`src/rtl/mep_pkg.sv`:
```
// Package with shared types and constants for the Mandelbrot escape-time pixel block.
`default_nettype none
package mep_pkg;
  localparam int unsigned REG_COLUMNS = 0;
  localparam int unsigned REG_MAX_ITER = 1;
  localparam int unsigned REG_X_ORIGIN = 2;
  localparam int unsigned REG_Y_ORIGIN = 3;
  localparam int unsigned REG_X_SPAN = 4;
  localparam int unsigned CFG_IDX_W = 3;
  localparam int unsigned CFG_DATA_W = 32;
  localparam int unsigned MAX_COLUMNS = 4096;

  typedef struct packed {
    logic [11:0] row;
    logic [11:0] col;
  } pixel_in_t;

  typedef struct packed {
    logic [7:0] iteration_count;
    logic [7:0] shade;
  } pixel_out_t;
endpackage
`default_nettype wire

```
`src/rtl/mep_divider.sv`:
```
// Restoring divider, one quotient bit per cycle, used for step and shade.
`default_nettype none
module mep_divider #(
  parameter int unsigned NW = 31,
  parameter int unsigned DW = 13
) (
  input  wire logic          clk,
  input  wire logic          rst,
  input  wire logic          start,
  input  wire logic [NW-1:0] num,
  input  wire logic [DW-1:0] den,
  output logic               done,
  output logic [NW-1:0]      quo
);
  localparam int unsigned CW = $clog2(NW + 1);
  logic [NW-1:0] rem_hi;
  logic [NW-1:0] n_sh;
  logic [DW-1:0] d;
  logic [CW-1:0] cnt;
  logic          busy;
  logic [NW:0]   trial;
  logic [NW:0]   sub;

  always_comb begin
    trial = {rem_hi, n_sh[NW-1]};
    sub = trial - {{(NW + 1 - DW){1'b0}}, d};
  end

  always_ff @(posedge clk) begin
    done <= 1'b0;
    if (rst) begin
      busy <= 1'b0;
      cnt <= '0;
    end else if (start) begin
      busy <= 1'b1;
      cnt <= CW'(NW);
      rem_hi <= '0;
      n_sh <= num;
      d <= den;
    end else if (busy) begin
      if (!sub[NW]) begin
        rem_hi <= sub[NW-1:0];
      end else begin
        rem_hi <= trial[NW-1:0];
      end
      n_sh <= {n_sh[NW-2:0], 1'b0};
      quo <= {quo[NW-2:0], ~sub[NW]};
      cnt <= cnt - 1'b1;
      if (cnt == CW'(1)) begin
        busy <= 1'b0;
        done <= 1'b1;
      end
    end
  end
endmodule
`default_nettype wire

```
`src/rtl/mep_front.sv`:
```
// Front end: accepts pixels and maps them to complex points.
`default_nettype none
module mep_front (
  input  wire logic               clk,
  input  wire logic               rst,
  input  wire logic               in_valid,
  output logic                    in_stall,
  input  wire mep_pkg::pixel_in_t in_word,
  input  wire logic [12:0]        columns,
  input  wire logic [30:0]        x_span,
  input  wire logic [31:0]        x_origin,
  input  wire logic [31:0]        y_origin,
  output logic                    pt_valid,
  input  wire logic               pt_stall,
  output logic [63:0]             pt_data
);
  import mep_pkg::*;
  typedef enum logic [2:0] {S_IDLE, S_DIV, S_MUL, S_ADD, S_OUT} state_t;
  state_t state;
  logic [11:0] row_q, col_q;
  logic        div_start, div_done;
  logic [30:0] step_q, quo;
  logic [42:0] pre_re, pre_im;
  logic [12:0] cols;
  logic signed [44:0] sum_re, sum_im;

  assign cols = (columns == '0) ? 13'd1 : columns;
  assign in_stall = (state != S_IDLE);
  assign div_start = (state == S_IDLE) && in_valid;

  mep_divider #(.NW(31), .DW(13)) u_div (
    .clk(clk), .rst(rst), .start(div_start), .num(x_span), .den(cols),
    .done(div_done), .quo(quo)
  );

  function automatic logic [31:0] sat32(input logic signed [44:0] v);
    if (v > 45'sh0_7FFF_FFFF) begin
      return 32'h7FFF_FFFF;
    end else if (v < -45'sh0_8000_0000) begin
      return 32'h8000_0000;
    end
    return v[31:0];
  endfunction

  always_comb begin
    sum_re = $signed({{13{x_origin[31]}}, x_origin}) + $signed({2'b0, pre_re});
    sum_im = $signed({{13{y_origin[31]}}, y_origin}) + $signed({2'b0, pre_im});
  end

  always_ff @(posedge clk) begin
    if (rst) begin
      state <= S_IDLE;
      pt_valid <= 1'b0;
    end else begin
      case (state)
        S_IDLE: begin
          if (in_valid) begin
            row_q <= in_word.row;
            col_q <= in_word.col;
            state <= S_DIV;
          end
        end
        S_DIV: begin
          if (div_done) begin
            step_q <= quo;
            state <= S_MUL;
          end
        end
        S_MUL: begin
          pre_re <= 43'(col_q * step_q);
          pre_im <= 43'(row_q * step_q);
          state <= S_ADD;
        end
        S_ADD: begin
          pt_data <= {sat32(sum_re), sat32(sum_im)};
          pt_valid <= 1'b1;
          state <= S_OUT;
        end
        S_OUT: begin
          if (!pt_stall) begin
            pt_valid <= 1'b0;
            state <= S_IDLE;
          end
        end
        default: state <= S_IDLE;
      endcase
    end
  end
endmodule
`default_nettype wire

```
`config.mk`:
```
export PLATFORM = sky130hd
export DESIGN_NAME = mep_front
export DESIGN_NICKNAME = d
export VERILOG_FILES = /design/src/rtl/mep_pkg.sv /design/src/rtl/mep_divider.sv /design/src/rtl/mep_front.sv
export SDC_FILE = /design/constraint.sdc
export NUM_CORES = 2
export LEC_CHECK = 0
export BUFFER_PORTS_ARGS = -buffer_cell sky130_fd_sc_hd__buf_4
export CAP_MARGIN = 20
export CELL_PAD_IN_SITES_DETAIL_PLACEMENT = 1
export CELL_PAD_IN_SITES_GLOBAL_PLACEMENT = 1
export CORE_AREA = 2 2 348 264
export CTS_CLUSTER_SIZE = 30
export DETAILED_ROUTE_END_ITERATION = 8
export DIE_AREA = 0 0 350 266
export PLACE_DENSITY_LB_ADDON = 0.05
export SLEW_MARGIN = 30
export SYNTH_ARGS = -nofsm -noshare
export SYNTH_HDL_FRONTEND = slang
export SYNTH_HIERARCHICAL = 1
export SYNTH_SLANG_ARGS = --single-unit
```
`constraint.sdc`:
```
create_clock -name clk -period 8.8 [get_ports clk]
set_clock_uncertainty 0.1 [all_clocks]
set_input_delay 1.76 -clock clk [delete_from_list [all_inputs] [get_ports clk]]
set_output_delay 1.76 -clock clk [all_outputs]
set_load 0.05 [all_outputs]
```
# ---- After elaboration in Yosys (flattened, before gate mapping)
# Index checks and enable logic that the tools add are counted.
dict set report classes {
  n_addsub 4
  multipliers 2
  div 0
  magnitude_cmp 4
  eq_ne 8
  n_shift 0
  muxes 30
  bitwise 4
  reduce_logical 16
}
# op n
set op_table {}
lappend op_table {{$mux 32} 6}
lappend op_table {{$mux 31} 4}
lappend op_table {{$add 32x44->45} 2}
lappend op_table {{$gt 45x32->1 const B} 2}
lappend op_table {{$lt 45x32->1 const B} 2}
lappend op_table {{$mul 12x31->43} 2}
lappend op_table {{$sub 32x13->32} 1}
lappend op_table {{$pmux 3 s5} 1}
lappend op_table {{$logic_not 13->1} 1}
lappend op_table {{$mux 1} 13}
lappend op_table {{$reduce_and 3->1} 4}
lappend op_table {{$mux 5} 2}
lappend op_table {{$reduce_and 2->1} 5}
lappend op_table {{$mux 3} 3}
lappend op_table {{$eq 3x2->1 const B} 2}
lappend op_table {{$eq 5x1->1 const B} 1}
lappend op_table {{$sub 5x1->5 const B} 1}
lappend op_table {{$ne 2x2->1 const B} 2}
lappend op_table {{$not 1->1} 4}
lappend op_table {{$reduce_bool 2->1} 2}
lappend op_table {{$eq 3x1->1 const B} 1}
lappend op_table {{$eq 3x3->1 const B} 1}
lappend op_table {{$logic_not 3->1} 1}
lappend op_table {{$reduce_bool 3->1} 1}
lappend op_table {{4 further kinds} 4}
dict set report word_totals {
  ff_bits 322
  latch_bits 0
  ram_bits 0
  mem_bits_ro 0
  inputBits 136
  out_inout_bits 66
  elab_cells 83
  n_memories 0
}

# ---- Depth between registers and ports, before layout
dict set report logic_depth {
  ltp_word 7
  depth_mapped 24
  mapped_depth_nobuf 23
}

# ---- Modules after synthesis
# The synthesis kept the hierarchy.
# module instances cells_per_inst area_each_um2 seq_area_each_um2
set by_module_without_submodules {}
lappend by_module_without_submodules {mep_front 1 3762 34574.4 6236.0}
lappend by_module_without_submodules {mep_divider 1 407 5421.4 3323.2}

# ---- Worst setup path after synthesis
# No wires, ideal clock.
dict set report synth_path {
  kind {input port to flip-flop}
  startpoint {in rst}
  endpoint {reg pre_im[0] (enable)}
  setup_ns 0.636
  arrival_time_ns 7.835
  required_time_ns 8.064
  slack_ns 0.229
  cell_stages 2
  path_buffers 1
  path_cell_list {buf_1 > nor3_1}
}
dict set report synth_between {
  elab_chain_cells 2
}
# item line_no
set synth_lines {}
lappend synth_lines {{start: declaration} mep_front.sv:5} ;# input wire logic rst,
lappend synth_lines {{$not 1->1 (no line)} --}
lappend synth_lines {{$reduce_and 2->1 (no line)} --}
lappend synth_lines {{end signal: assignment} mep_front.sv:71} ;# pre_im <= 43'(row_q * step_q);
lappend synth_lines {{end: declaration} mep_front.sv:23} ;# logic [42:0] pre_re, pre_im;
# Every way passes these cells.
# A chain may end at the register's enable or synchronous reset.

# ---- Final worst setup path
dict set report layout_path {
  startpoint {reg step_q[6]}
  endpoint {reg pre_im[41] (data pin)}
}
dict set report layout_between {
  elab_chain_cells 1
}
# item line_no
set layout_lines {}
lappend layout_lines {{start: declaration} mep_front.sv:22} ;# logic [30:0] step_q, quo;
lappend layout_lines {{start signal: assignment} mep_front.sv:65} ;# step_q <= quo;
lappend layout_lines {{$mul 12x31->43} mep_front.sv:71}
# Every way passes these cells.

==> out/qor.yml <==
synthesis:
  syn_inst: 4169
  yosys_warnings: 6
  ys_types: 94
  synth_area_leaders: "fa_1 (29%), edfxtp_1 (23%), ha_1 (8.3%)"
  synth_nets: 5153
  synthFlopType: "edfxtp_1"
  synth_top_area_cell: "fa_1"
  ys_async_sr_fraction: 0
  syn_avg_cell_area_um2: 9.59
  syn-cell-area_mm2: 0.0400
  synth-edff-count: 311
  ys_seq_area_frac: 0.239
  synth-seq-cells: 322
  synth_top_cell_area_share: 0.292
placed_design:
  port_buffers: 201
  placed_area_mm2: 0.0428
  hpwl_um: 80900
  place_congestion: 0.817
  place_inst: 5447
critical_path:
  rr_worst_depth: 20
  critPathCaptureType: "register"
  path_max_fanout: 24
  cp.arrival_ns: 7.64
  cp_cell_sequence: "nand2_1 -> fa_1 -> inv_1 -> fa_1 -> fa_1 -> fa_1 -> inv_1 -> fa_1 -> inv_1 -> ha_1 -> a21o_1 -> a21o_1 -> nor4_1 -> a21oi_1 -> o311ai_0 -> a21oi_1 -> a311oi_1 -> o21bai_1 -> a21oi_1 -> xnor2_1"
  worstSetupStartpointType: "register"
  crit_required_ns: 9.04
  r2r_end: "pre_im[41]"
  path_delay_family: "adder cells"
  path_common_cell: "fa_1"
  r2r_start: "step_q[6]"
  cp.depth: 20
  r2r_slack_ns: 1.39
  crit_buf_inv: 3
  path_class: "reg -> reg"
  cp_slowest_cell: "edfxtp_1"
  cpPeakStageDelay_ns: 1.00
timing:
  setup_tns_ns: 0
  rsz0062_at_grt: "no"
  min_period_over_period: 0.841
  finalMaxSlewViolations: 0
  setup-violations-final: 0
  timing_hold_violations_final: 0
  hold_slack_ns: 0.326
  fmax_mhz: 135
  worst-slew-pin-transition_ns: 1.01
  finalCriticalPeriod_ns: 7.41
  slew_headroom: 0.323
clock_tree:
  cts_resized: 0
  clk_root_buffer_cell: "clkbuf_16"
  clk_latency_ns: 0.59
  cts_hold_buf: 0
  htreeDepth: 2
  cts.path.max_buffers: 3
  cts_buffers: 42
  clk_pin_slew_worst_paths_ns: 0.06
  cts.sinks: 322
  cts_setup_buffers: 0
  cts_tree: "built"
cells_and_area:
  diodes: 0
  area_delta_synth_final_pct: 10.6
  final_area_mm2: 0.0442
  fin_util: 0.491
  fin_cells: 5530
  drive_gt1_frac: 0.0948
  fin_nets: 5259
drt:
  ant_nets: 0
  remaining_drc_errors: 0
  vias_per_cell: 5.26
  dr.pass1.iters: 5
  routed_wl_um: 103000
  drtIter0Drc: 1446
  num_vias: 29111
  wire_per_inst_um: 18.6
die:
  core-area_mm2: 0.0902
  dieHeight_um: 266
  start_util: 0.443
  rows: 96
  num_io_pins: 202
  die_w_um: 350
  design.die.area_mm2: 0.0931
global_route:
  grt_use_total: 0.228
  grt_pass1_wl_um: 170000
  antenna_found_initial: 1
  grt_max_degree: 75
  overflow: 0
  grt_pass1_vias: 31045
hold_path:
  holdPathStages: 0
  hold_end: "step_q[30]"
  hold_class: "reg -> reg"
  hp-start: "u_div/quo[30]"
power:
  static-leakage-power_uw: 0.0204
  p_per_area_mw_per_mm2: 169
  irDropWorstVdd_uv: 178
flow_run:
  cap_violations: 0
run_status:
  status: "complete, no violations"
-- report_power, final --
part	internal, µW	switching (µW)
Combinational	1610	2160
Sequential	1920	43.8
Clock	1020	733
Total	4550	2940
-- Yosys cell counts, drive strengths merged (45+ instances only) --
master  instances
inv           707
nand2         640
fa            583
edfxtp        311
ha            265
and2          225
clkbuf        191
a21oi         173
nor2          132
a21o          113
o21ai         111
xnor2          98
xor2           59
nand3          45
-- layer usage --
| metal | share of wire | wire length, µm | vias up | GRT usage |
|---|---|---|---|---|
| li1 | - | - | 13642 | - |
| met1 | 0.50 | 51200 | 14957 | 0.343 |
| met2 | 0.46 | 47200 | 420 | 0.365 |
| met3 | 0.031 | 3240 | 90 | 0.0215 |
| met4 | 0.013 | 1360 | 2 | 0.0363 |
| met5 | 0.00012 | 12 | - | 0 |
-- final cells by class --
type | instances | area [µm²]
Clock inverter | 24 | 213
Multi-Input combinational cell | 2927 | 27000
Inverter | 707 | 2650
Tap cell | 1225 | 1530
Fill cell | 10192 | 46000
Timing Repair Buffer | 275 | 2140
Sequential cell | 322 | 9560
Clock buffer | 50 | 1140
-- registers in the layout (all words and copies together), names as in the netlist --
name and count:
pt_data 64, pre_im 43, pre_re 43, step_q 31
u_div/n_sh 31, u_div/quo 31, u_div/rem_hi 31, u_div/d 13
col_q 12, row_q 12, u_div/cnt 5, state 3
pt_valid 1, u_div/busy 1, u_div/done 1
-- cell usage in the layout, fill, tap and decap left out, drive strengths merged, types with 98 or more instances in the layout --
cell type,n
nand2,640
nor2,132
ha,265
a21o,113
a21oi,173
fa,583
buf,275
edfxtp,311
inv,711
xnor2,98
o21ai,111
and2,225
-- worst max path at each step --
stage                     startpoint          to  slack (ns)
after global placement      row_q[4]  pre_im[41]        1.46
final                      step_q[6]  pre_im[41]        1.39
after detailed placement   step_q[8]  pre_im[41]        1.44
after floorplan                  rst   pre_im[0]        0.23
after global routing       step_q[6]  pre_im[41]        0.97
after CTS                  step_q[9]  pre_im[41]        1.40
-- stage by stage --
| step | setup slack [ns] | power (µW) |
|---|---|---|
| 2_1_floorplan | 0.229 | 4850 |
| 3_3_place_gp | 1.46 | 5720 |
| 3_5_place_dp | 1.44 | 5780 |
| 4_1_cts | 1.40 | 7580 |
| 5_1_grt | 0.966 | 8150 |
| 6_report | 1.39 | 7490 |
-- cell families after synthesis --
| group | after synthesis | synth area share |
|---|---|---|
| flip-flops | 322 | 0.239 |
| multiplexers | 53 | 0.0145 |
| AO/OA/AOI/OAI | 604 | 0.0996 |
| AND/OR/NAND/NOR | 1265 | 0.150 |
| buffers and inverters | 920 | 0.0876 |
| XOR/XNOR | 157 | 0.0346 |
| adder cells (fa/ha/maj) | 848 | 0.375 |
(Power assumes the default switching activity.)
