`config.mk`:
```
export PLATFORM = sky130hd
export DESIGN_NAME = mep_queue
export DESIGN_NICKNAME = d
export VERILOG_FILES = /design/src/rtl/mep_queue.sv
export SDC_FILE = /design/constraint.sdc
export NUM_CORES = 1
export LEC_CHECK = 0
export BUFFER_PORTS_ARGS = -buffer_cell sky130_fd_sc_hd__clkbuf_2
export CAP_MARGIN = 20
export CORE_ASPECT_RATIO = 1.4
export CORE_MARGIN = 8
export CORE_UTILIZATION = 40
export CTS_BUF_LIST = sky130_fd_sc_hd__clkbuf_4 sky130_fd_sc_hd__clkbuf_8
export DETAILED_ROUTE_END_ITERATION = 6
export GPL_TIMING_DRIVEN = 0
export HOLD_SLACK_MARGIN = 0.08
export PLACE_DENSITY = 0.66
export SETUP_SLACK_MARGIN = 0.2
export SLEW_MARGIN = 20
export SYNTH_ARGS = -nofsm -noshare
export SYNTH_HDL_FRONTEND = slang
export SYNTH_SLANG_ARGS = --single-unit
```
`constraint.sdc`:
```
create_clock -name clk -period 2.4 [get_ports clk]
set_input_delay 0.24 -clock clk [delete_from_list [all_inputs] [get_ports clk]]
set_output_delay 0.24 -clock clk [all_outputs]
set_load 0.01 [all_outputs]
```
`src/rtl/mep_queue.sv`:
```
// Two-entry queue between the front and back ends.
`default_nettype none
module mep_queue #(
  parameter int unsigned W = 64
) (
  input  wire logic         clk,
  input  wire logic         rst,
  input  wire logic         wr_valid,
  output logic              wr_stall,
  input  wire logic [W-1:0] wr_data,
  output logic              rd_valid,
  input  wire logic         rd_stall,
  output logic [W-1:0]      rd_data
);
  logic [W-1:0] mem [2];
  logic         wp, rp;
  logic [1:0]   fill;
  logic         push, pop;

  assign wr_stall = (fill == 2'd2);
  assign rd_valid = (fill != 2'd0);
  assign rd_data = mem[rp];
  assign push = wr_valid && !wr_stall;
  assign pop = rd_valid && !rd_stall;

  always_ff @(posedge clk) begin
    if (push) begin
      mem[wp] <= wr_data;
    end
    if (rst) begin
      wp <= 1'b0;
      rp <= 1'b0;
      fill <= '0;
    end else begin
      if (push) wp <= ~wp;
      if (pop) rp <= ~rp;
      fill <= fill + {1'b0, push} - {1'b0, pop};
    end
  end
endmodule
`default_nettype wire

```
---- Word-level counts from Yosys, hierarchy flattened ----
Memory sizes are Yosys's and may differ from the RTL's. A register that Yosys moved wholly into a read port is not among the register bits.
Index checks and enable logic that the tools add are counted.
storage, ports and cells
  bits in registers ....................... 4
  RAM bits ................................ 128
  input port bits ......................... 68
  output and inout port bits .............. 66
  logic and storage cells ................. 18
  memories ................................ 1
cells by class
  add/sub/neg operators ................... 2
  equal/unequal tests ..................... 1
  mux-type cells .......................... 4
  bitwise operators ....................... 2
  reductions and logical operators ........ 5
memory list
  name  depth  width  read ports  clocked after memory_dff  write ports  line  source
  mem   2      64     1           1                         1            15    logic [W-1:0] mem [2];
operator list
  cell                                   count
  two-way mux 1 bit                      4
  adder 2 x 1 -> 2 bit                   1
  == test 2 bit (second input constant)  1
  logical AND 1 bit                      2
  logical NOT 1 bit                      2
  NOT 1 bit                              2
  nonzero test 2 bit                     1
  subtractor 2 x 1 -> 2 bit              1

---- Longest topological paths before layout ----
Gate-level depths: netlist (run 1).
  word-level depth ........................ 5
  mapped depth ............................ 8
  mapped depth without buffers ............ 8

---- Worst setup path after synthesis (run 1) ----
Ideal clock, no wire load.
  path kind ............................... register to register
  start ................................... register fill[0]
  end ..................................... memory mem[0][0] (enable)
  setup time .............................. 418 ps
  arrival ................................. 2093 ps
  data required time ...................... 1982 ps
  path slack .............................. -111 ps
  cell stages (with the launch flop) ...... 5
  buffers on the path ..................... 0
  clock period less this slack ............ 2511 ps
  path through ............................ dfxtp_1 > nand2b_2 > inv_2 > or3_1 > inv_1
on the way
  word-level cells in the longest chain between the ends .. 5
RTL lines
  item                                     line  source
  start, declared                          17    logic [1:0] fill;
  start signal, assigned                   37    fill <= fill + {1'b0, push} - {1'b0, pop};
  == test 2 bit                            20    assign wr_stall = (fill == 2'd2);
  named net wr_stall                       9     output logic wr_stall,
  logical NOT 1 bit                        23    assign push = wr_valid && !wr_stall;
  logical AND 1 bit                        23
  two-way mux 1 bit                        27    if (push) begin
  two-way mux 1 bit (implied by the code)  28    mem[wp] <= wr_data;
  end, declared                            15
The timed path passes the listed nets, and every way through them passes these cells.

==> metrics.md, run 1 <==
| Metric | Value |
|---|---|
| Cells after Synth | 227 |
| Worst-Margin Slew | 0.385 ns |
| IO Pins | 134 |
| Final Skew | 0.00597 ns |
| Asr flop ratio synth | 0% |
| Yosys top cell by area | edfxtp_1 |
| Cell Area, Synth | 0.00487 sq mm |
| Compound-Gate Fraction of Synth Area | 0.513% |
| Largest family of logic cells by synthesized area | multiplexers |
| Fill count | 953 |
| DR WL/cell | 17.1 um |
| F_max | 541 MHz |
| NumNets Final | 517 |
| P&R area growth vs syn | 39.8% |
| Area contributors post-synth | edfxtp_1 79%, mux2_2 15%, dfxtp_1 2.1% |
| TritonCTS clock tree | yes |
| Share of layout cells above drive strength 1 | 52.4% |
| Syn_area_per_cell | 21.5 sq um |
| Syn nets | 297 |
| Synth Area in XOR/XNOR | 0.359% |
| Top Metal Used | met4 |
| Distinct cells, synth | 18 |
| Final instance area | 0.00682 sq mm |
| CP bufs+invs | 3 |
| Post-synthesis adder-cell area fraction | 0.513% |
| Via Count | 2826 |
| Max-slew violations | 0 |
| Required time of the worst setup path | 2.16 ns |
| Worst r2r path cells | 5 |
| Cell Int Power | 4.51 mW |
| H-tree Lvls | 4 |
| Post-DP HPWL | 6840 um |
| Sequential fraction of the synthesis area | 80.9% |
| Later-pin clock latency in the skew report | 0.42 ns |
| Switch share | 27.6% |
| Clock Tree Buf Depth | 2 |
| Gr usage total | 13.4% |
| Worst-path clk slew | 0.07 ns |
| Largest net degree at the start of global routing | 44 |
| Number of remaining DRC errors | 0 |
| Routed Antenna Nets | 0 |
| Num rows | 47 |
| Max stage delay on crit path | 0.35 ns |
| DIE WIDTH | 109 um |
| Post-synth EDFFs | 128 |
| Post-CTS setup buffer count | 0 |
| Initial core utilization | 41.0% |
| Peak supply drop | 0.000517 V |
| Crit path max-delay family | buffers and inverters |
| DR iter-0 viols | 82 |
| Fin. Hold Viols | 0 |
| First-pass DRT Iterations | 4 |
| Setup violations, final | 0 |
| Slowest CP cell | mux2_2 |
| Core footprint | 0.0119 sq mm |
| Yosys Warn Count | 0 |
| Die H | 147 um |
| Clock Power Share | 26.6% |
| CTS Root Cell | clkbuf_8 |
| Routed length on met1 | 3760 um |
| Fin crit period | 1.85 ns |
| GRT overflow | 0 |
| Post-synthesis mux area share | 14.8% |
| First-pass GRT wire length | 15900 um |
| Crit path kind | register to primary output |
| Vias in the first global route | 3229 |
| RSZ-0062 raised after global routing | no |
| Placed cell area | 0.00581 sq mm |
| Leak pwr | 2.62 nW |
| Pwr/cell area | 914 mW/mm^2 |
| Final cycle utilization of the critical path | 77.1% |
| Normalized max-slew margin | 74.3% |
| Routability Congestion | 0.735 |
| Final wirelength | 10400 um |
| Via density | 4.65 |
| Crit path max fanout | 10 |
| Overall power | 6.23 mW |
| Data arrival, critical path | 1.61 ns |
| Hold WC Path Type | input port to register |
| Levels on crit path | 4 |
| Die ar. | 0.0160 sq mm |
| Clk sinks | 133 |
| Worst setup SP type | register |
| Met3 WL post-DR | 566 um |
| Initial antenna violation count | 1 |
| Ys flop type | edfxtp_1 |
| CTS Buf Count | 17 |
| Flop pwr share | 47.8% |
| Top-area cell type share of the netlist area | 78.9% |
| #FFs+latches synth | 133 |
| Combinational power share | 25.6% |
| Ranking of synthesized cells by instance count | 128 x edfxtp_1, 64 x mux2_2, 6 x buf_6, 5 x dfxtp_1, 4 x inv_1 |
| Crit. End Element | primary output |
| Count leader, synth | edfxtp_1 |
| Post-Synth Simple-Gate Area | 1.00% |
| Run status | finished, final reports clean |
| Worst path cell trace | buf_4 > buf_6 > mux2_2 > clkbuf_2 |
| I/O Buffers | 133 |
| Max Cap Violations | 0 |
| Sw power | 1.72 mW |
| Worst Hold Path Cells | 3 |
| Met2 wire length | 5870 um |
==> flip-flops by register name (all words and copies together), names as in the netlist, named ones only <==
register	count
fill	2
mem	128
rp	1
wp	1
==> area by class of cell <==
class	instances	area (sq um)	area share [%]
repair buffers	201	1390	20.4
inverters	5	22.5	0.330
multi-input cells	82	842	12.4
diodes	1	2.50	0.0367
well taps	147	184	2.70
flip-flops and latches	133	3940	57.9
plain buffers	7	75.1	1.10
clock buffers	18	241	3.54
clock inverters	14	113	1.65
==> worst paths after layout <==
| kind | from | to | slack [ns] |
|---|---|---|---|
| worst max-delay path | register | rd_data[40] | 0.55 |
| worst min-delay path | rd_stall | register | 0.17 |
| worst min register to register | wp$_SDFFE_PP0N_ | wp$_SDFFE_PP0N_ | 0.51 |
| worst max register to register | fill[0]$_SDFF_PP0_ | mem[0][58]$_DFFE_PP_ | 0.56 |
==> stage by stage <==
step                      setup slack (ns)  std cells  setup TNS, ns  utilization [%]  hold WS, ns
after floorplan                      0.365        227              0                -        0.309
after global placement              -0.215        507         -13.52             48.2        0.430
after detailed placement             0.564        510              0             48.9        0.433
after CTS                            0.485        607              0             57.4        0.128
after global routing                 0.438        608              0             57.4        0.133
final                                0.550        608              0             57.4        0.169
==> placed cells by master, fill, tap and decap left out, types with 3 or more instances in the layout <==
cell,n
edfxtp_1,128
a21oi_1,3
nor2_1,3
mux2_2,64
clkinvlp_4,6
dlygate4sd3_1,65
clkinv_2,4
buf_6,6
inv_1,3
dfxtp_1,5
clkbuf_2,133
clkbuf_8,17
==> power groups by stage <==
stage	clock network, mW	logic (mW)	registers (mW)
4_1_cts	1.73	1.64	2.98
6_report	1.66	1.60	2.98
3_3_place_gp	0	1.47	3.03
3_5_place_dp	0	1.54	3.03
5_1_grt	1.81	1.73	3.01
2_1_floorplan	0	0.915	3.01
==> layer usage <==
layer  up-vias  global-route usage (%)
li1       1339                       -
met1      1382                    12.4
met2        93                    25.0
met3        12                    4.27
met4         0                    6.98
met5         -                       0
==> kinds of logic after synthesis <==
group                      count (synthesis)
DFF                                      133
muxes                                     64
xor gates and xnor gates                   2
adders and majority gates                  2
buffers and inverters                     12
AOI/OAI and AO/OA                          5
and+or+nand+nor                            9
==> repair_timing <==
item,CTS,global route
hold endpoints to repair,133,0
resized for setup,0,0
hold buffers,65,0
==> worst register-to-register path: stages (launching register included) <==
cell and delay [ns]:
dfxtp_1 0.37, nand2b_2 0.17, inv_2 0.05, or3_1 0.36
clkinvlp_4 0.31, buf_12 0.26
(Power assumes the default switching activity.)
==> run 2: changes to the inputs <==
- clock period: 2.4 -> 1.52 ns (I/O delays scaled with it)
==> run 2 against run 1 <==
  * The flow now finishes with violations (negative setup slack)
  * Highest routed layer unchanged
  * Hold slack gained 0.020 ns
  * Critical path depth is the same
  * Register-to-register slack worse by 0.66 ns
  * Flip-flop and latch count stayed put
  * Clock-buffer cell count did not move
  * Sequential share of layout area down 3.9 points
  * Die area did not move
==> metrics.md, run 2 (synthesized netlist as in run 1, its figures left out) <==
| Metric | Value |
|---|---|
| Utilization after layout | 61.7% |
| Later-pin clock latency in the skew report | 0.43 ns |
| Combinational power share | 30.6% |
| Required time of the worst setup path | 1.37 ns |
| Leak pwr | 2.84 nW |
| Via density | 4.69 |
| Hold WC Path Type | input port to register |
| Initial core utilization | 41.0% |
| Die ar. | 0.0160 sq mm |
| Switch share | 27.6% |
| Crit path max fanout | 10 |
| TritonCTS clock tree | yes |
| Setup violations, final | 117 |
| Share of layout cells above drive strength 1 | 57.3% |
| Pwr/cell area | 1440 mW/mm^2 |
| CTS Buf Count | 17 |
| H-tree Lvls | 4 |
| P&R area growth vs syn | 50.3% |
| Max Cap Violations | 0 |
| Top reg by flops | mem |
| Fin. Hold Viols | 0 |
| First-pass DRT Iterations | 4 |
| Largest net degree at the start of global routing | 23 |
| Clock Power Share | 24.6% |
| Via Count | 2983 |
| Max reg flops | 128 |
| Die H | 147 um |
| Commonest cells after routing, fill and taps aside | 131 x clkbuf_2, 128 x edfxtp_1, 66 x dlygate4sd3_1, 64 x mux2_2, 17 x clkbuf_8 |
| Post-DP HPWL | 6760 um |
| Cell Int Power | 7.64 mW |
| DR WL/cell | 18.3 um |
| Final instance area | 0.00732 sq mm |
| Overall power | 10.6 mW |
| Peak supply drop | 0.000882 V |
| Max-slew violations | 0 |
| IO Pins | 134 |
| I/O Buffers | 133 |
| NumNets Final | 544 |
| Max stage delay on crit path | 0.34 ns |
| Violated checks | negative setup slack |
| Final wirelength | 11700 um |
| Worst-path clk slew | 0.06 ns |
| Clock Tree Buf Depth | 2 |
| Final WS setup | -0.166 ns |
| DR iter-0 viols | 120 |
| Setup tns final | -12.75 ns |
| Run status | complete, but fails checks |
| Normalized max-slew margin | 81.1% |
| Initial antenna violation count | 1 |
| Crit. End Element | primary output |
| Number of remaining DRC errors | 0 |
| CTS Root Cell | clkbuf_8 |
| Clk sinks | 133 |
| Core footprint | 0.0119 sq mm |
| Slowest CP cell | dfxtp_2 |
| Vias in the first global route | 3283 |
| Fin Hold WS | 0.190 ns |
| Crit path kind | register to primary output |
| Num rows | 47 |
| Gr usage total | 14.8% |
| Worst path cell trace | buf_12 > buf_8 > mux2_2 > clkbuf_2 |
| RSZ-0062 raised after global routing | yes |
| Final cycle utilization of the critical path | 111% |
| Flop pwr share | 44.7% |
| Data arrival, critical path | 1.53 ns |
| Final Skew | 0.0118 ns |
| Routed Antenna Nets | 0 |
| Worst setup SP type | register |
| Fill count | 923 |
| F_max | 593 MHz |
| GRT overflow | 0 |
| Fin crit period | 1.69 ns |
| Placed cell area | 0.00580 sq mm |
| Commonest non-fill, non-tap cell in the layout | clkbuf_2 |
| Largest registers | mem (128), fill (2) |
| First-pass GRT wire length | 17400 um |
| DIE WIDTH | 109 um |
| Sw power | 2.92 mW |
| Worst-Margin Slew | 0.280 ns |
| Routability Congestion | 0.658 |
==> run 2: changes by cell type in the layout (fill, tap and decap cells not counted), sizes merged <==
cell         previous run  this run
diode                   1         2
clkinvlp                6         4
buf                    10        34
dlygate4sd3            65        66
and3                    1         2
inv                     5         4
clkinv                  7        11
==> run 2: repair_timing <==
| action | CTS | global route |
|---|---|---|
| hold endpoints to repair | 133 | 0 |
| cloned | 7 | 1 |
| buffers inserted | 16 | 3 |
| hold buffers | 66 | 0 |
| endpoints found under the setup margin | 175 | 162 |
| gates resized for setup | 25 | 19 |
| pin swaps | 2 | 2 |
==> run 2: per-layer routing <==
| layer | wire length (um) | track usage [%] | vias to the layer above |
|---|---|---|---|
| li1 | - | - | 1398 |
| met4 | 289 | 6.44 | 0 |
| met1 | 3940 | 13.8 | 1483 |
| met2 | 6870 | 27.7 | 83 |
| met5 | 0 | 0 | - |
| met3 | 565 | 4.98 | 19 |
==> run 2: through the flow <==
stage                     worst slack [ns]  instances
after detailed placement            -0.568        509
after global placement              -0.960        507
after global routing                -0.245        636
after CTS                           -0.221        630
after floorplan                     -0.414        227
final                               -0.166        636
==> run 2: cell type report <==
class	count	area (sq um)	share of cell area [%]
clock buffers	18	241	3.30
diodes	2	5.00	0.0683
repair inverters	1	7.51	0.102
repair buffers	226	1780	24.3
plain buffers	7	115	1.57
clock inverters	14	114	1.55
multi-input cells	83	900	12.3
inverters	5	25.0	0.342
flip-flops and latches	133	3950	53.9
well taps	147	184	2.51
==> run 2: power groups by stage <==
stage | Combinational, mW | Sequential [mW] | Clock [mW]
6_report | 3.23 | 4.73 | 2.60
5_1_grt | 3.47 | 4.77 | 2.84
4_1_cts | 3.10 | 4.72 | 2.69
3_5_place_dp | 2.41 | 4.80 | 0
3_3_place_gp | 2.33 | 4.79 | 0
2_1_floorplan | 1.46 | 4.76 | 0
==> run 2: final timing paths <==
path,cells after the start,slack (ns),start,end
setup reg to reg,6,-0.10,fill[0]$_SDFF_PP0_,mem[0][40]$_DFFE_PP_
setup / recovery,4,-0.17,register,rd_data[19]
hold reg to reg,2,0.54,rp$_SDFFE_PP0P_,register
hold / removal,4,0.19,wr_valid,wp$_SDFFE_PP0N_
==> run 2: worst max-delay path, delay by kind of cell, from the launching register on <==
family	cells	cell delay, ns
multiplexers	1	0.34
flip-flops	1	0.34
buffers and inverters	3	0.44
==> run 3: changes to the inputs <==
- SETUP_SLACK_MARGIN: 0.2 -> unset
- clock period: 1.52 -> 1.43 ns (I/O delays scaled with it)
==> run 3 against run 2 <==
  * The flow still finishes with violations (negative setup slack)
  * First-iteration DRC count decreased by 5.0%
  * Clock skew shrank 0.0024 ns
  * Hold slack better by 0.029 ns
  * Register-to-register slack got worse by 0.08 ns
  * Critical path type unchanged
  * Largest cell class unchanged
  * Flip-flop and latch count stayed put
  * Final area is 2.1% higher
  * Non-clock buffer count is 4 higher
  * Combinational power grew 9.3%
  * Core utilization up 1.3 points
  * Wire length is 2.7% higher
  * Setup slack worse by 0.10 ns
  * Critical path depth did not move
  * Largest power group unchanged
==> metrics.md, run 3 (synthesized netlist as in run 1, its figures left out) <==
| Metric | Value |
|---|---|
| Overall power | 11.8 mW |
| CTS Root Cell | clkbuf_8 |
| TritonCTS clock tree | yes |
| H-tree Lvls | 4 |
| Max reg flops | 128 |
| NumNets Final | 547 |
| GRT overflow | 0 |
| Switch share | 27.4% |
| Violated checks | negative setup slack |
| DR iter-0 viols | 114 |
| Number of remaining DRC errors | 0 |
| Hold WC Path Type | input port to register |
| Worst path cell trace | buf_12 > buf_8 > mux2_2 > clkbuf_2 |
| First-pass DRT Iterations | 4 |
| Commonest non-fill, non-tap cell in the layout | clkbuf_2 |
| Pwr/cell area | 1580 mW/mm^2 |
| Top reg by flops | mem |
| Combinational power share | 29.9% |
| Via Count | 2961 |
| Setup violations, final | 179 |
| Gr usage total | 14.7% |
| Crit path max fanout | 10 |
| Peak supply drop | 0.000806 V |
| Sequential cell area | 0.00395 sq mm |
| Max Cap Violations | 0 |
| Post-DP HPWL | 6920 um |
| Final wirelength | 12000 um |
| Final cycle utilization of the critical path | 119% |
| I/O Buffers | 133 |
| Crit. End Element | primary output |
| Utilization after layout | 63.0% |
| Final Skew | 0.00935 ns |
| Later-pin clock latency in the skew report | 0.42 ns |
| Largest net degree at the start of global routing | 37 |
| Multi-input gate area | 917 sq um |
| Max stage delay on crit path | 0.34 ns |
| Fin crit period | 1.70 ns |
| Leak pwr | 2.91 nW |
| Required time of the worst setup path | 1.29 ns |
| Fill count | 855 |
| Final instance area | 0.00748 sq mm |
| Initial antenna violation count | 0 |
| Die H | 147 um |
| Commonest cells after routing, fill and taps aside | 132 x clkbuf_2, 128 x edfxtp_1, 66 x dlygate4sd3_1, 63 x mux2_2, 17 x clkbuf_8 |
| Slowest CP cell | dfxtp_2 |
| Worst setup SP type | register |
| Antenna diode count | 0 |
| Flop pwr share | 42.5% |
| Initial core utilization | 41.0% |
| Setup tns final | -27.62 ns |
| Worst-Margin Slew | 0.251 ns |
| Core footprint | 0.0119 sq mm |
| Data arrival, critical path | 1.55 ns |
| Max-slew violations | 0 |
| Vias in the first global route | 3415 |
| P&R area growth vs syn | 53.4% |
| Routed Antenna Nets | 0 |
| Cell Int Power | 8.59 mW |
| Largest registers | mem (128), fill (2) |
| First-pass GRT wire length | 17500 um |
| Clock Tree Buf Depth | 2 |
| Clock Power Share | 27.7% |
| Final WS setup | -0.268 ns |
| IO Pins | 134 |
| Fin Hold WS | 0.218 ns |
| Via density | 4.65 |
| Crit path kind | register to primary output |
| DIE WIDTH | 109 um |
| Die ar. | 0.0160 sq mm |
| CTS Buf Count | 17 |
| Clk sinks | 133 |
| F_max | 589 MHz |
| Placed cell area | 0.00581 sq mm |
| Num rows | 47 |
| Share of layout cells above drive strength 1 | 58.0% |
| DR WL/cell | 18.8 um |
| Fin. Hold Viols | 0 |
| RSZ-0062 raised after global routing | yes |
| Normalized max-slew margin | 83.3% |
| Worst-path clk slew | 0.08 ns |
| Sw power | 3.25 mW |
| Routability Congestion | 0.653 |
| Run status | complete, but fails checks |
-- run 3: cell count changes in the layout (fill, tap and decap cells not counted), moves of 2 or more --
cell,change
buf_12,+3
buf_16,-2
bufinv_16,+2
clkbuf_16,+3
clkinv_2,-4
diode_2,-2
inv_6,+4
-- run 3: timing repair --
item	4_1_cts	5_1_grt
hold endpoints to repair	133	0
pin swaps	6	6
buffers inserted	16	2
gates resized for setup	27	20
gates cloned	6	8
endpoints found under the setup margin	166	181
hold buffers	66	0
-- run 3: layer usage --
layer  track usage (%)  vias up  part of all wire (%)  wire (um)
met5                 0        -                     0          0
met4              6.24        0                   1.6        192
met3              4.45       13                   4.8        580
met2              27.0       88                    56       6710
met1              14.6     1457                    38       4500
li1                  -     1403                     -          -
-- run 3: cell type report --
| cell class | instances | area share [%] |
|---|---|---|
| inverter | 5 | 0.335 |
| tap | 147 | 2.46 |
| timing repair buffer | 230 | 24.9 |
| clock buffer | 18 | 3.23 |
| sequential | 133 | 52.8 |
| multi-input combinational | 83 | 12.3 |
| clock inverter | 14 | 2.36 |
| buffer | 7 | 1.61 |
-- run 3: critical path, delay by kind of cell, from the launching register on --
kind	cells	cell delay [ns]
buffers and inverters	3	0.44
DFF	1	0.34
muxes	1	0.34
-- run 3: final timing paths --
| path | startpoint | to | slack (ns) | depth (start not counted) |
|---|---|---|---|---|
| hold reg to reg | rp$_SDFFE_PP0P_ | register | 0.52 | 2 |
| setup reg to reg | fill[0]$_SDFF_PP0_ | mem[0][3]$_DFFE_PP_ | -0.18 | 6 |
| setup / recovery | register | rd_data[39] | -0.27 | 4 |
| hold / removal | wr_valid | wp$_SDFFE_PP0N_ | 0.22 | 4 |
-- run 3: power groups by stage --
stage               Clock, mW  Combinational [mW]  Sequential, mW
floorplan                   0                1.55            5.06
global placement            0                2.47            5.09
detailed placement          0                2.59            5.10
CTS                      3.37                3.37            5.02
global route             3.50                3.77            5.08
finish                   3.27                3.53            5.03
-- run 3: through the flow --
step                      instances  worst slack (ns)
after global placement          507             -1.07
after floorplan                 227            -0.504
after CTS                       630            -0.314
final                           637            -0.268
after global routing            637            -0.328
after detailed placement        510            -0.263
